`config.mk`:
```
export PLATFORM = sky130hd
export DESIGN_NAME = fra_queue
export DESIGN_NICKNAME = d
export VERILOG_FILES = /design/src/design/fra_pkg.sv /design/src/design/fra_queue.sv
export SDC_FILE = /design/constraint.sdc
export NUM_CORES = 1
export LEC_CHECK = 0
export BUFFER_PORTS_ARGS = -buffer_cell sky130_fd_sc_hd__buf_2
export CORE_ASPECT_RATIO = 0.8
export CORE_UTILIZATION = 34
export DETAILED_ROUTE_END_ITERATION = 10
export GPL_TIMING_DRIVEN = 0
export PLACE_DENSITY_LB_ADDON = 0.15
export SKIP_CTS_REPAIR_TIMING = 1
export SYNTH_ARGS = -nofsm -noshare
export SYNTH_HDL_FRONTEND = slang
export SYNTH_SLANG_ARGS = --single-unit
```
`constraint.sdc`:
```
create_clock -name clk_i -period 3.64 [get_ports clk_i]
set_clock_uncertainty 0.2 [all_clocks]
set_input_delay 0.364 -clock clk_i [delete_from_list [all_inputs] [get_ports clk_i]]
set_output_delay 0.364 -clock clk_i [all_outputs]
set_load 0.05 [all_outputs]
```
`src/design/fra_pkg.sv`:
```
`timescale 1ns / 1ps
package fra_pkg;

  // Fixed widths of the item fields.
  localparam int IDX_W  = 17;
  localparam int VAL_W  = 16;
  localparam int DATA_W = 32;

  // Default number of tree positions.
  localparam int DEF_SIZE = 131072;

  // Depth of the operation queue between the front and the back.
  localparam int QUEUE_DEPTH = 4;

  typedef enum logic {
    CMD_ADD   = 1'b0,
    CMD_QUERY = 1'b1
  } command_e;

endpackage

```
`src/design/fra_queue.sv`:
```
`timescale 1ns / 1ps
module fra_queue #(
  parameter int WIDTH = 8,
  parameter int DEPTH = fra_pkg::QUEUE_DEPTH
) (
  input  logic             clk_i,
  input  logic             rst_ni,
  input  logic             push_i,
  input  logic [WIDTH-1:0] push_data_i,
  output logic             full_o,
  input  logic             pop_i,
  output logic             valid_o,
  output logic [WIDTH-1:0] pop_data_o
);

  localparam int PTR_W = (DEPTH > 1) ? $clog2(DEPTH) : 1;
  localparam int CNT_W = $clog2(DEPTH + 1);

  logic [WIDTH-1:0] slots_q [DEPTH];
  logic [PTR_W-1:0] wr_ptr_q, wr_ptr_d;
  logic [PTR_W-1:0] rd_ptr_q, rd_ptr_d;
  logic [CNT_W-1:0] count_q, count_d;
  logic             do_push, do_pop;

  assign full_o     = (count_q == CNT_W'(DEPTH));
  assign valid_o    = (count_q != '0);
  assign pop_data_o = slots_q[rd_ptr_q];
  assign do_push    = push_i && !full_o;
  assign do_pop     = pop_i && valid_o;

  always_comb begin
    wr_ptr_d = wr_ptr_q;
    rd_ptr_d = rd_ptr_q;
    count_d  = count_q;
    if (do_push) begin
      wr_ptr_d = (wr_ptr_q == PTR_W'(DEPTH - 1)) ? '0 : wr_ptr_q + PTR_W'(1);
    end
    if (do_pop) begin
      rd_ptr_d = (rd_ptr_q == PTR_W'(DEPTH - 1)) ? '0 : rd_ptr_q + PTR_W'(1);
    end
    if (do_push && !do_pop) begin
      count_d = count_q + CNT_W'(1);
    end else if (do_pop && !do_push) begin
      count_d = count_q - CNT_W'(1);
    end
  end

  always_ff @(posedge clk_i or negedge rst_ni) begin
    if (!rst_ni) begin
      wr_ptr_q <= '0;
      rd_ptr_q <= '0;
      count_q  <= '0;
    end else begin
      wr_ptr_q <= wr_ptr_d;
      rd_ptr_q <= rd_ptr_d;
      count_q  <= count_d;
    end
  end

  always_ff @(posedge clk_i) begin
    if (do_push) begin
      slots_q[wr_ptr_q] <= push_data_i;
    end
  end

endmodule

```
==> reports/metrics.csv <==
stage;metric;value;unit
drt;Routed Antenna Nets;0;
floorplanning;core area;0.004597;mm²
critical_path;critical path capture point;count_q[2]$_DFFE_PN0P_;
timing;# setup viols final;0;
critical_path;Buffers & Inverters on Critical Path;1;
synth;Area contributors post-synth;edfxtp_1 59%, mux4_2 11%, dfrtp_1 11%, ha_1 4.6%, mux2_4 3.7%;
clock_tree;CTS Buf Count;5;
timing;RSZ-0062 raised after global routing;no;
critical_path;slowest stage delay, CP;460;ps
synth;area fraction of the dominant cell type after synthesis;58.90;%
synth;post-synthesis sequential area ratio;69.63;%
critical_path;Setup crit end kind;flip-flop;
synth;Yosys top cell by area;edfxtp_1;
critical_path;Setup crit start kind;flip-flop;
critical_path;critical path launch point;count_q[0]$_DFFE_PN0P_;
power;PD cells;884.8;mW/mm²
hold_path;WHS Path Cells;1;
floorplanning;I/O pin count;22;
layout;fill cell count;414;
timing;endpoints failing hold;0;
drt;vias per inst;4.479;
critical_path;Critical Path RT;3650;ps
global_route;largest net degree at the start of global routing;14;
global_route;Total GRT Usage;11.85;%
place;Routability Congestion;0.7565;
clock_tree;CTS sink cnt;39;
drt;1st-iter DRT viols;52;
layout;register area;0.001136;mm²
power;Lkg Pwr;0.7167;nW
hold_path;worst min path class;input port to flip-flop;
critical_path;CP Max Fanout;4;
drt;drt pass-1 iters;3;
floorplanning;Chip Height;63.96;µm
power;Peak VDD IR;0.3221;mV
synth;Synth Area per Inst;20.65;µm²
drt;wire length per cell after detailed routing;14.66;µm
power;Overall Power;1.691;mW
drt;# DRC;0;
synth;yosys warns;0;
critical_path;Levels on crit path;8;
critical_path;CP top delay family;simple AND/OR/NAND/NOR gates;
synth;post-synth cell types;19;
drt;routed wire length;2477;µm
clock_tree;CTS root buffer;clkbuf_8;
floorplanning;initial core utilization;35.49;%
timing;Slew Viols, Final;0;
synth;Cell Area, Synth;0.001632;mm²
critical_path;slowest library cell on the worst path;dfrtp_1;
run_status;status;complete, no violations;
synth;syn_nets;98;
critical_path;worst r2r src;count_q[0]$_DFFE_PN0P_;
clock_tree;clock slew at reported path FFs;80;ps
synth;flops & latches, synth;39;
layout;fin nets;127;
global_route;GR Overflow Total;0;
global_route;vias in the first global route;855;
critical_path;Reg2Reg Setup Slack;1320;ps
critical_path;Worst EP arrival;2330;ps
clock_tree;clock tree buffer depth;2;
timing;Slew HR;59.21;%
floorplanning;DIE AREA;0.005082;mm²
floorplanning;site row count;22;
drt;routed vias;757;
global_route;first-pass GRT wire length;4264;µm
synth;cells after synthesis;79;
timing;FMAX;431.3;MHz
job;Max-Cap Viols;0;
clock_tree;clk_lat worst skew;280;ps
critical_path;reg-to-reg critical path endpoint;count_q[2]$_DFFE_PN0P_;
timing;Final min period;2319;ps
timing;Worst Tran Pin Value;611.9;ps
floorplanning;Die W;79.45;µm
critical_path;kind of critical path;flip-flop to flip-flop;
layout;layout cells sized above 1;47.71;%
timing;period utilisation layout;63.70;%
global_route;initial antenna violation count;0;
layout;Synth-to-Final Area Change;17.10;%
clock_tree;H-tree depth;2;
critical_path;Most common cell on crit path;xor2_1;
timing;setup TNS;0;ps
critical_path;Reg2Reg Depth;8;
critical_path;critical path, cell by cell;or3_4 > nand2_4 > ha_1 > inv_1 > fa_1 > xor2_1 > nor2_1 > xor2_1;
layout;Ant. Diodes;0;
place;IO Port Bufs;21;
layout;multi-input logic area;464.2;µm²
clock_tree;CTS tree;done;
[metal layers]
metal | share of wire (%) | GRT usage, %
met5 | 0 | 0
met4 | 0.65 | 4.773
met3 | 4.0 | 4.000
met2 | 52 | 19.34
met1 | 44 | 14.35
[how the worst min path moves through the flow]
stage                              start                 endpoint  slack [ps]
after global routing      push_data_i[7]  slots_q[2][7]$_DFFE_PP_          80
after detailed placement          rst_ni   count_q[2]$_DFFE_PN0P_          20
after CTS                         rst_ni   count_q[2]$_DFFE_PN0P_        -300
after global placement            rst_ni   count_q[2]$_DFFE_PN0P_           8
final                     push_data_i[7]  slots_q[0][7]$_DFFE_PP_          90
after floorplan                   rst_ni   count_q[0]$_DFFE_PN0P_        -130
[power by group]
group / total (mW) / leakage (nW) / switching (mW) / internal [mW]
clock: 0.280 / 0.0402 / 0.147 / 0.133
sequential: 0.664 / 0.375 / 0.0600 / 0.604
combinational: 0.746 / 0.301 / 0.462 / 0.285
total: 1.69 / 0.717 / 0.668 / 1.02
[synth_stat cells]
master,instances
fa_1,1
and2_2,4
xnor2_1,1
mux2_2,1
ha_1,6
nor3b_4,1
or3_4,1
edfxtp_1,32
nor2b_2,1
nand2_4,1
buf_2,1
mux2_4,4
inv_1,3
clkbuf_1,1
buf_6,1
nor2_1,3
xor2_1,2
mux4_2,8
dfrtp_1,7
[cells by family after synthesis]
| logic type | count (synthesis) | synth area share (%) |
|---|---|---|
| flops | 39 | 69.63 |
| mux | 13 | 15.41 |
| simple gates | 11 | 5.598 |
| fa+ha+maj | 7 | 5.828 |
| buf+inv | 6 | 1.917 |
| xor+xnor | 3 | 1.611 |
[placed cells by master (no fill, tap or decap), drive strengths merged]
master / Yosys / layout
xor2: 2 / 2
clkbuf: 1 / 6
and2: 4 / 4
buf: 2 / 23
nand2: 1 / 1
fa: 1 / 1
or3: 1 / 1
mux2: 5 / 5
clkinvlp: 0 / 2
edfxtp: 32 / 32
nor2: 3 / 3
nor2b: 1 / 1
nor3b: 1 / 1
clkinv: 0 / 1
dlygate4sd3: 0 / 1
dfrtp: 7 / 7
mux4: 8 / 8
ha: 6 / 6
inv: 3 / 3
xnor2: 1 / 1
[area by class of cell]
class	count	share of cell area, %
sequential	39	59.46
multi-input combinational	34	24.30
timing repair buffer	22	6.025
tap	60	3.929
clock buffer	5	3.602
clock inverter	3	1.048
buffer	3	1.048
inverter	3	0.5894
[metrics by stage]
| step | util, % | hold slack, ps | std cells | worst slack, ps | cell area (µm²) |
|---|---|---|---|---|---|
| floorplan | - | -131.6 | 79 | 1178 | 1632 |
| global placement | 39.41 | 7.528 | 160 | 1332 | 1812 |
| CTS | 41.34 | -300.0 | 168 | 1287 | 1901 |
| finish | 41.56 | 92.74 | 169 | 1321 | 1911 |
| global route | 41.56 | 82.16 | 169 | 1205 | 1911 |
| detailed placement | 39.41 | 15.68 | 160 | 1320 | 1812 |
[registers in the layout, indices dropped and copies added (netlist names)]
signal,flops
count_q,3
wr_ptr_q,2
slots_q,32
rd_ptr_q,2
[worst reg2reg max path, cell delays in order, from the launching register on]
cell	delay [ps]
dfrtp_1	460
or3_4	430
nand2_4	100
ha_1	180
inv_1	60
fa_1	370
xor2_1	170
nor2_1	120
xor2_1	150
(Power assumes the default switching activity.)
