**src/design/fra_pkg.sv**
```systemverilog
`timescale 1ns / 1ps
package fra_pkg;

  // Fixed widths of the item fields.
  localparam int IDX_W  = 17;
  localparam int VAL_W  = 16;
  localparam int DATA_W = 32;

  // Default number of tree positions.
  localparam int DEF_SIZE = 131072;

  // Depth of the operation queue between the front and the back.
  localparam int QUEUE_DEPTH = 4;

  typedef enum logic {
    CMD_ADD   = 1'b0,
    CMD_QUERY = 1'b1
  } command_e;

endpackage

```
**src/design/fra_front.sv**
```systemverilog
`timescale 1ns / 1ps
module fra_front #(
  parameter int SIZE = fra_pkg::DEF_SIZE,
  parameter int KW   = $clog2(SIZE + 1)
) (
  input  logic                         clk_i,
  input  logic                         rst_ni,
  input  logic                         clearing_i,
  input  logic                         in_valid_i,
  output logic                         in_stall_o,
  input  logic                         command_i,
  input  logic [fra_pkg::IDX_W-1:0]    left_index_i,
  input  logic [fra_pkg::IDX_W-1:0]    right_index_i,
  input  logic signed [fra_pkg::VAL_W-1:0] add_value_i,
  input  logic [fra_pkg::IDX_W-1:0]    query_index_i,
  output logic                         push_o,
  output logic                         push_query_o,
  output logic [KW-1:0]                push_k_o,
  output logic [fra_pkg::DATA_W-1:0]   push_amount_o,
  input  logic                         full_i
);
  import fra_pkg::*;

  // Wide enough for right_index + 1 and for SIZE itself.
  localparam int PW = (KW > IDX_W + 1) ? KW : IDX_W + 1;

  logic              have_q;
  logic              phase_q;
  command_e          cmd_q;
  logic [IDX_W-1:0]  left_q, right_q, query_q;
  logic [DATA_W-1:0] amt_q;

  logic [PW-1:0]     size_w, pos, pos_inc;
  logic              in_range, last, step, accept;

  assign size_w     = PW'(SIZE);
  assign in_stall_o = have_q || clearing_i;
  assign accept     = in_valid_i && !in_stall_o;

  always_comb begin
    pos           = '0;
    in_range      = 1'b1;
    push_amount_o = amt_q;
    if (cmd_q == CMD_QUERY) begin
      // Queries past the end read the last position.
      pos = (PW'(query_q) >= size_w) ? size_w - PW'(1) : PW'(query_q);
    end else if (!phase_q) begin
      pos      = PW'(left_q);
      in_range = (pos < size_w);
    end else begin
      pos           = PW'(right_q) + PW'(1);
      in_range      = (pos < size_w);
      push_amount_o = '0 - amt_q;
    end
  end

  assign pos_inc      = pos + PW'(1);
  assign push_k_o     = pos_inc[KW-1:0];
  assign push_query_o = (cmd_q == CMD_QUERY);
  assign last         = (cmd_q == CMD_QUERY) || phase_q;
  assign push_o       = have_q && in_range && !full_i;
  assign step         = have_q && (!in_range || !full_i);

  always_ff @(posedge clk_i or negedge rst_ni) begin
    if (!rst_ni) begin
      have_q  <= 1'b0;
      phase_q <= 1'b0;
    end else if (accept) begin
      have_q  <= 1'b1;
      phase_q <= 1'b0;
    end else if (step) begin
      if (last) begin
        have_q <= 1'b0;
      end else begin
        phase_q <= 1'b1;
      end
    end
  end

  always_ff @(posedge clk_i) begin
    if (accept) begin
      cmd_q   <= command_e'(command_i);
      left_q  <= left_index_i;
      right_q <= right_index_i;
      query_q <= query_index_i;
      amt_q   <= DATA_W'(add_value_i);
    end
  end

endmodule

```
**config.mk**
```make
export PLATFORM = sky130hd
export DESIGN_NAME = fra_front
export DESIGN_NICKNAME = d
export VERILOG_FILES = /design/src/design/fra_pkg.sv /design/src/design/fra_front.sv
export SDC_FILE = /design/constraint.sdc
export NUM_CORES = 1
export LEC_CHECK = 0
export BUFFER_PORTS_ARGS = -buffer_cell sky130_fd_sc_hd__buf_2
export CORE_MARGIN = 2
export CORE_UTILIZATION = 50
export DETAILED_ROUTE_END_ITERATION = 12
export HOLD_SLACK_MARGIN = 0.06
export PLACE_DENSITY = 0.91
export SYNTH_ARGS = -nofsm -noshare
export SYNTH_HDL_FRONTEND = slang
export SYNTH_SLANG_ARGS = --single-unit
```
**constraint.sdc**
```tcl
create_clock -name clk_i -period 5.6 [get_ports clk_i]
set_clock_uncertainty 0.05 [all_clocks]
set_input_delay 1.12 -clock clk_i [delete_from_list [all_inputs] [get_ports clk_i]]
set_output_delay 1.12 -clock clk_i [all_outputs]
set_load 0.02 [all_outputs]
```
==> impl_metrics.env, run 1 <==
export IMPL_drt_wl_total_mm=8.524
export IMPL_yosysSeqAreaShare=0.5762
export IMPL_synthFlopType="edfxtp_1"
export IMPL_gr_usage_met3=0.04432
export IMPL_numPortBuffers=125
export IMPL_synth_edff_count=68
export IMPL_p_int_w=0.0009690
export IMPL_rrSetupSlack_ps=3270
export IMPL_hpwl_mm=6.355
export IMPL_cts_tree="yes"
export IMPL_grt_pass1_wl_mm=12.41
export IMPL_synthToLayoutAreaGrowth_pct=21.85
export IMPL_clockRootBuffer="clkbuf_8"
export IMPL_vias=2877
export IMPL_drt_pass1_iterations=5
export IMPL_dieArea_um2=7959
export IMPL_start_util=0.5088
export IMPL_cts_buffers=9
export IMPL_num_rows=31
export IMPL_status="finished clean"
export IMPL_slew_headroom=0.3219
export IMPL_drc=0
export IMPL_cp_data_required_time_ps=4430
export IMPL_dp_cells=509
export IMPL_min_path_type="in -> async"
export IMPL_place_gp_congestion=0.9003
export IMPL_instances_no_fill=525
export IMPL_viasPerCell=5.480
export IMPL_antenna_found_initial=1
export IMPL_path_max_fanout=18
export IMPL_critPathSlowestCell="dfrtp_1"
export IMPL_combPwrFrac=0.287
export IMPL_p_switching_w=0.0004863
export IMPL_slowest_delay_ps=730
export IMPL_power_leakage_nw=1.720
export IMPL_synthArstFlopShare=0.02857
export IMPL_reg2reg_to="query_q[14]"
export IMPL_hold_buffers=0
export IMPL_netlist_top_cell_by_area="edfxtp_1"
export IMPL_clkTransAtPathRegs_ps=70
export IMPL_switching_share=0.3342
export IMPL_cp_endpoint="push_k_o[13]"
export IMPL_syn_inst=307
export IMPL_crit_type="reg -> out"
export IMPL_crit_path_end_kind="output port"
export IMPL_die_h_um=89.22
export IMPL_cts_path_max_buffers=2
export IMPL_ant_nets=0
export IMPL_core_um2=7137
export IMPL_ir_drop_v=0.0001568
export IMPL_grt_util_met1=0.2638
export IMPL_fin_crit_sh=0.8063
export IMPL_setup_viol=0
export IMPL_final_max_slew_viol_count=0
export IMPL_crit_arrival_ps=3350
export IMPL_drt_iter0_drc=361
export IMPL_htreeDepth=3
export IMPL_ios=126
export IMPL_fp_dieW_um=89.22
export IMPL_busiest_layer="met2"
export IMPL_synth_cell_area_um2=3631
export IMPL_nets=497
export IMPL_ctsResizeCount=0
export IMPL_wl_per_cell_um=16.24
export IMPL_cap_viol_max_count=0
export IMPL_startpoint_type="flip-flop"
export IMPL_syn_nets=383
export IMPL_startpoint="phase_q"
export IMPL_finalSetupTns_ps=0
export IMPL_layout_common_cells="125 x buf_2, 68 x edfxtp_1, 25 x nor2_1, 25 x xnor2_1, 21 x nand2_1"
export IMPL_grt_pass1_vias=2668
export IMPL_finalHoldViolations=0
export IMPL_yosysTopAreaCellShare=0.5624
export IMPL_ys_ff_latch=70
export IMPL_fin_crit_ps=4515
export IMPL_reg2reg_from="have_q"
export IMPL_synth_top_cells_by_area="edfxtp_1 56%, xnor2_1 6.0%, buf_4 3.7%"
export IMPL_cts_sinks=70
export IMPL_final_common_cell="buf_2"
export IMPL_grt_overflow_total=0
export IMPL_met2_usage=0.3340
export IMPL_worst_pin_slew_ps=1007
export IMPL_syn_avg_cell_area_um2=11.83
export IMPL_clk_latency_ps=330
export IMPL_clkPwrFrac=0.260
export IMPL_synth_distinct_cells=52
export IMPL_grt_use_total=0.2066
export IMPL_powerDensity_nw_per_um2=328.9
export IMPL_max_freq_mhz=221.5
export IMPL_drive_gt1_frac=0.3600
export IMPL_postCtsSetupBuffers=0
export IMPL_rr_worst_depth=3
export IMPL_cp_cell_sequence="nor2b_1 > buf_4 > o211a_1 > nor2_1 > a22oi_1 > nand4_1 > or3_1 > xnor2_1 > buf_2"
export IMPL_rsz0062_at_grt="no"
export IMPL_grt_max_degree=46
export IMPL_yosysWarnings=0
export IMPL_seqPwrFrac=0.452
cell type report:
cell class / count / area [µm²]
clock inverters: 5 / 51.30
repair buffers: 128 / 648.1
flip-flops and latches: 70 / 2092
well taps: 99 / 123.9
multi-input cells: 202 / 1341
diodes: 1 / 2.502
clock buffers: 10 / 127.6
fillers: 568 / 2713
inverters: 10 / 37.54
synth_stat cells, drive strengths merged, types with 2 or more instances:
cell type and n:
xor2 14, or2 2, buf 24, nand2 21
nor4 8, a211oi 2, nand3 9, o21ai 16
xnor2 25, or4 2, mux2i 2, nor2b 4
nand2b 4, nor3 11, a22oi 9, and2 3
inv 10, a21oi 12, edfxtp 68, ha 3
nand4 6, o31ai 3, o41ai 2, dfrtp 2
nor2 27, nor3b 3
cell families (layout without fill, tap and decap cells):
group,Yosys count,after routing,synth area share
adders and majority gates,3,3,0.01034
DFF,70,70,0.5762
AOI/OAI and AO/OA,55,55,0.1003
and+or+nand+nor,103,103,0.1571
buffers and inverters,35,153,0.05651
muxes,2,2,0.005514
xor gates and xnor gates,39,39,0.09407
other,0,1,0
registers in the layout, summed over array words and instances, names as in the netlist:
signal        cells
have_q            1
push_query_o      1
phase_q           1
right_q          17
query_q          17
left_q           17
amt_q            16
power groups by stage:
stage	combinational (W)	clock, W	sequential (W)
6_report	0.000418	0.000379	0.000658
5_1_grt	0.000449	0.000408	0.000662
4_1_cts	0.000416	0.000388	0.000657
3_5_place_dp	0.000414	0	0.000668
3_3_place_gp	0.000404	0	0.000667
2_1_floorplan	0.000322	0	0.000651
per-layer routing:
| layer | vias up | routed length, µm |
|---|---|---|
| met5 | - | 0 |
| met4 | 0 | 330 |
| met2 | 161 | 4220 |
| li1 | 1352 | - |
| met1 | 1334 | 3388 |
| met3 | 30 | 585 |
worst max-delay path, delay by kind of cell (launching register included):
family,cells,cell delay [ps]
simple gates,4,1210
flops,1,730
compound gates,2,470
buf+inv,2,460
xor+xnor,1,120
worst min-delay path by stage:
| stage | end |
|---|---|
| 3_3_place_gp | have_q |
| 6_report | have_q |
| 3_5_place_dp | have_q |
| 2_1_floorplan | have_q |
| 5_1_grt | have_q |
| 4_1_cts | have_q |
metrics by stage:
stage	hold slack, ps	util	instance area [µm²]	worst slack [ps]	power [W]
2_1_floorplan	453.8	-	3631	671.2	0.0009729
3_3_place_gp	497.1	0.5945	4243	1584	0.001071
3_5_place_dp	522.4	0.5945	4243	1542	0.001082
4_1_cts	492.5	0.6196	4422	1162	0.001460
5_1_grt	495.0	0.6199	4424	800.8	0.001519
6_report	505.0	0.6199	4424	1085	0.001455
(Power assumes the default switching activity.)
==> run 2: changes to the inputs <==
clock period = 4.6 ns   (was 5.6 ns; I/O delays follow)
==> run 2 against run 1 <==
Net effect: hold slack got worse by 220 ps; combinational power increased by 27%; routed wire length decreased by 3.0%; utilization increased by 0.86 points; sequential power increased by 19%; final cell count increased by 0.38%; flip-flop and latch count unchanged; total power increased by 29%.
==> impl_metrics.env, run 2 (synthesized netlist as in run 1, its figures left out) <==
export IMPL_grt_use_total=0.2078
export IMPL_crit_arrival_ps=3220
export IMPL_layout_common_cells="125 x buf_2, 68 x edfxtp_1, 25 x nor2_1, 25 x xnor2_1, 21 x nand2_1"
export IMPL_numPortBuffers=125
export IMPL_cts_tree="yes"
export IMPL_diodes=0
export IMPL_clk_latency_ps=340
export IMPL_clkTransAtPathRegs_ps=80
export IMPL_rr_worst_depth=5
export IMPL_fin_crit_ps=4189
export IMPL_rsz0062_at_grt="no"
export IMPL_ir_drop_v=0.0002020
export IMPL_antenna_found_initial=0
export IMPL_core_um2=7137
export IMPL_p_switching_w=0.0006219
export IMPL_drt_wl_total_mm=8.267
export IMPL_reg2reg_to="have_q"
export IMPL_fp_dieW_um=89.22
export IMPL_drt_iter0_drc=271
export IMPL_seqPwrFrac=0.419
export IMPL_combPwrFrac=0.282
export IMPL_path_max_fanout=17
export IMPL_final_max_slew_viol_count=0
export IMPL_die_h_um=89.22
export IMPL_power_leakage_nw=1.754
export IMPL_vias=2872
export IMPL_dieArea_um2=7959
export IMPL_status="finished clean"
export IMPL_nFillCells=578
export IMPL_worst_pin_slew_ps=1020
export IMPL_drt_pass1_iterations=5
export IMPL_switching_share=0.3315
export IMPL_place_gp_congestion=0.9599
export IMPL_ant_nets=0
export IMPL_ios=126
export IMPL_drc=0
export IMPL_setup_viol=0
export IMPL_clkPwrFrac=0.300
export IMPL_final_common_cell="buf_2"
export IMPL_reg_largest_list="left_q (17), query_q (17), right_q (17)"
export IMPL_htreeDepth=3
export IMPL_finalHoldViolations=0
export IMPL_start_util=0.5088
export IMPL_reg2reg_from="right_q[5]"
export IMPL_drive_gt1_frac=0.3692
export IMPL_hold_buffers=0
export IMPL_viasPerCell=5.450
export IMPL_cts_sinks=70
export IMPL_synthToLayoutAreaGrowth_pct=23.54
export IMPL_startpoint_type="flip-flop"
export IMPL_hpwl_mm=6.185
export IMPL_cts_buffers=9
export IMPL_powerDensity_nw_per_um2=418.3
export IMPL_nets=499
export IMPL_grt_pass1_wl_mm=12.47
export IMPL_max_freq_mhz=238.7
export IMPL_clockRootBuffer="clkbuf_8"
export IMPL_rrSetupSlack_ps=2490
export IMPL_hold_slack_ps=289.5
export IMPL_finalSetupTns_ps=0
export IMPL_num_rows=31
export IMPL_finalPower_w=0.001876
export IMPL_cts_path_max_buffers=2
export IMPL_place_area_um2=4258
export IMPL_postCtsSetupBuffers=0
export IMPL_wl_per_cell_um=15.69
export IMPL_slew_headroom=0.3131
export IMPL_grt_max_degree=70
export IMPL_crit_path_end_kind="output port"
export IMPL_fin_crit_sh=0.9106
export IMPL_crit_type="reg -> out"
export IMPL_grt_overflow_total=0
export IMPL_min_path_type="in -> async"
export IMPL_design_area_um2=4486
export IMPL_grt_pass1_vias=2638
export IMPL_ctsResizeCount=0
export IMPL_cp_data_required_time_ps=3630
export IMPL_p_int_w=0.001254
export IMPL_cap_viol_max_count=0
-- run 2: through the flow --
step | worst slack [ps] | util | std cells
2_1_floorplan | 809.5 | - | 307
3_3_place_gp | 994.4 | 0.5966 | 511
3_5_place_dp | 857.0 | 0.5966 | 511
4_1_cts | 460.8 | 0.6285 | 527
5_1_grt | 159.4 | 0.6285 | 527
6_report | 411.5 | 0.6285 | 527
-- run 2: worst max path at each step --
stage | startpoint | end | slack [ps] | depth (start not counted)
after floorplan | push_query_o | push_amount_o[17] | 810 | 6
after global placement | push_query_o | push_k_o[13] | 990 | 8
after detailed placement | push_query_o | push_k_o[13] | 860 | 8
after CTS | push_query_o | push_k_o[13] | 460 | 8
after global routing | push_query_o | push_k_o[13] | 160 | 8
final | push_query_o | push_k_o[13] | 410 | 8
-- run 2: layout make-up --
| class | count | area [µm²] | area share |
|---|---|---|---|
| sequential | 70 | 2092 | 0.4664 |
| multi-input combinational | 202 | 1341 | 0.2990 |
| timing repair buffer | 130 | 663.1 | 0.1478 |
| clock buffer | 9 | 123.9 | 0.02762 |
| tap | 99 | 123.9 | 0.02762 |
| clock inverter | 7 | 103.9 | 0.02315 |
| inverter | 10 | 37.54 | 0.008368 |
-- run 2: power by group through the flow --
| stage | clock [W] | combinational (W) | sequential, W |
|---|---|---|---|
| 3_5_place_dp | 0 | 0.000526 | 0.000798 |
| 3_3_place_gp | 0 | 0.000513 | 0.000798 |
| 6_report | 0.000562 | 0.000529 | 0.000785 |
| 5_1_grt | 0.000595 | 0.000570 | 0.000790 |
| 2_1_floorplan | 0 | 0.000393 | 0.000790 |
| 4_1_cts | 0.000570 | 0.000528 | 0.000784 |
-- run 2: layer usage --
layer / GRT usage / vias to the layer above / share of wire
li1: - / 1348 / -
met1: 0.2706 / 1369 / 0.41
met2: 0.3320 / 132 / 0.50
met3: 0.03232 / 23 / 0.055
met4: 0.1180 / 0 / 0.034
met5: 0 / - / 0
-- run 2: worst max-delay path, stage by stage, from the launching register on --
cell	delay (ps)
edfxtp_1	600
buf_4	290
nor2_2	380
a22oi_1	190
a22oi_1	340
nand4_1	280
or3_1	440
xnor2_1	140
buf_2	180
==> run 3: changes to the inputs <==
CORE_MARGIN = default   (was 2)
PLACE_DENSITY = default   (was 0.91)
PLACE_DENSITY_LB_ADDON = 0.15   (was default)
SETUP_SLACK_MARGIN = 0.2   (was default)
==> run 3 against run 2 <==
Net effect: utilization grew 1.6 points; clock power decreased by 13%; combinational power decreased by 5.7%; first-iteration DRC count fell by 29%; sequential power grew 2%; register-to-register slack improved by 100 ps; routed wire length shrank 6.3%; design area down 0.81%; critical path type unchanged; critical endpoint unchanged; largest power group unchanged.
==> impl_metrics.env, run 3 (synthesized netlist as in run 1, its figures left out) <==
export IMPL_fin_ws_ps=548.2
export IMPL_max_freq_mhz=246.8
export IMPL_dp_cells=508
export IMPL_seqPwrFrac=0.448
export IMPL_rsz0062_at_grt="no"
export IMPL_htreeDepth=3
export IMPL_combPwrFrac=0.279
export IMPL_nets=499
export IMPL_setup_viol=0
export IMPL_final_common_cell="buf_2"
export IMPL_p_int_w=0.001190
export IMPL_grt_use_total=0.2158
export IMPL_min_path_type="in -> async"
export IMPL_fp_dieW_um=87.22
export IMPL_antenna_found_initial=0
export IMPL_drt_iter0_drc=192
export IMPL_instances_no_fill=523
export IMPL_pre_cts_ws_ps=986.4
export IMPL_ctsResizeCount=0
export IMPL_hold_slack_ps=293.5
export IMPL_place_gp_congestion=0.8369
export IMPL_grt_util_met1=0.2736
export IMPL_finalSetupTns_ps=0
export IMPL_start_util=0.5257
export IMPL_drt_pass1_iterations=4
export IMPL_p_switching_w=0.0005995
export IMPL_clkPwrFrac=0.274
export IMPL_switching_share=0.3349
export IMPL_grt_pass1_vias=2534
export IMPL_synthToLayoutAreaGrowth_pct=22.54
export IMPL_ant_nets=0
export IMPL_fin_crit_sh=0.8808
export IMPL_vias=2713
export IMPL_reg2reg_from="right_q[6]"
export IMPL_wl_per_cell_um=14.81
export IMPL_drt_wl_total_mm=7.748
export IMPL_drc=0
export IMPL_crit_path_end_kind="output port"
export IMPL_slew_headroom=0.4300
export IMPL_numPortBuffers=125
export IMPL_finalPower_w=0.001790
export IMPL_power_leakage_nw=1.731
export IMPL_worst_pin_slew_ps=855.0
export IMPL_clkTransAtPathRegs_ps=80
export IMPL_num_rows=30
export IMPL_grt_overflow_total=0
export IMPL_crit_arrival_ps=3080
export IMPL_cap_viol_max_count=0
export IMPL_final_max_slew_viol_count=0
export IMPL_die_h_um=87.22
export IMPL_finalHoldViolations=0
export IMPL_cp_data_required_time_ps=3630
export IMPL_clockRootBuffer="clkbuf_8"
export IMPL_postCtsSetupBuffers=0
export IMPL_rrSetupSlack_ps=2590
export IMPL_ios=126
export IMPL_cts_tree="yes"
export IMPL_diodes=0
export IMPL_clk_latency_ps=350
export IMPL_grt_pass1_wl_mm=11.99
export IMPL_path_max_fanout=9
export IMPL_cts_sinks=70
export IMPL_startpoint="right_q[0]"
export IMPL_grt_max_degree=70
export IMPL_crit_type="reg -> out"
export IMPL_met2_usage=0.3379
export IMPL_gr_usage_met3=0.06825
export IMPL_layout_common_cells="125 x buf_2, 68 x edfxtp_1, 25 x nor2_1, 25 x xnor2_1, 21 x nand2_1"
export IMPL_fin_crit_ps=4052
export IMPL_rr_worst_depth=5
export IMPL_cts_buffers=9
export IMPL_viasPerCell=5.187
export IMPL_startpoint_type="flip-flop"
export IMPL_dieArea_um2=7606
export IMPL_reg_largest_list="left_q (17), query_q (17), right_q (17)"
export IMPL_busiest_layer="met2"
export IMPL_hpwl_mm=5.713
export IMPL_hold_buffers=0
export IMPL_status="finished clean"
export IMPL_ir_drop_v=0.0001936
export IMPL_cts_path_max_buffers=2
export IMPL_reg2reg_to="have_q"
export IMPL_powerDensity_nw_per_um2=402.3
export IMPL_drive_gt1_frac=0.3677
export IMPL_core_um2=6907
[run 3: power groups by stage]
stage          clock network, W  logic, W  registers, W
2_1_floorplan                 0  0.000393      0.000790
4_1_cts                0.000504  0.000503      0.000801
5_1_grt                0.000526  0.000543      0.000807
3_3_place_gp                  0  0.000495      0.000814
6_report               0.000490  0.000499      0.000801
3_5_place_dp                  0  0.000502      0.000815
[run 3: metrics by stage]
stage | util | area [µm²]
finish | 0.6442 | 4449
global route | 0.6442 | 4449
CTS | 0.6442 | 4449
detailed placement | 0.6159 | 4254
global placement | 0.6159 | 4254
floorplan | - | 3633
[run 3: layout make-up]
class,count,area (µm²)
fillers,570,2457
flip-flops and latches,70,2092
multi-input cells,202,1341
repair buffers,130,663.1
clock buffers,9,123.9
well taps,96,120.1
clock inverters,6,71.32
inverters,10,37.54
[run 3: metal layers]
| layer | share of wire | vias to the layer above |
|---|---|---|
| li1 | - | 1348 |
| met1 | 0.45 | 1243 |
| met2 | 0.47 | 107 |
| met3 | 0.064 | 15 |
| met4 | 0.016 | 0 |
| met5 | 0 | - |
[run 3: how the worst max path moves through the flow]
| stage | end | slack [ps] | depth (start not counted) |
|---|---|---|---|
| after floorplan | push_amount_o[17] | 810 | 6 |
| after CTS | push_k_o[13] | 540 | 9 |
| after detailed placement | push_k_o[13] | 990 | 7 |
| after global routing | push_k_o[16] | 310 | 9 |
| final | push_k_o[13] | 550 | 9 |
| after global placement | push_k_o[13] | 1030 | 7 |
[run 3: worst max-delay path, stage by stage (launching register included)]
cell and delay (ps):
edfxtp_1 460, ha_1 250, nand3_2 240, xnor2_1 210
a211oi_1 310, a32o_1 270, nand4_1 240, or3_1 450
xnor2_1 130, buf_2 180
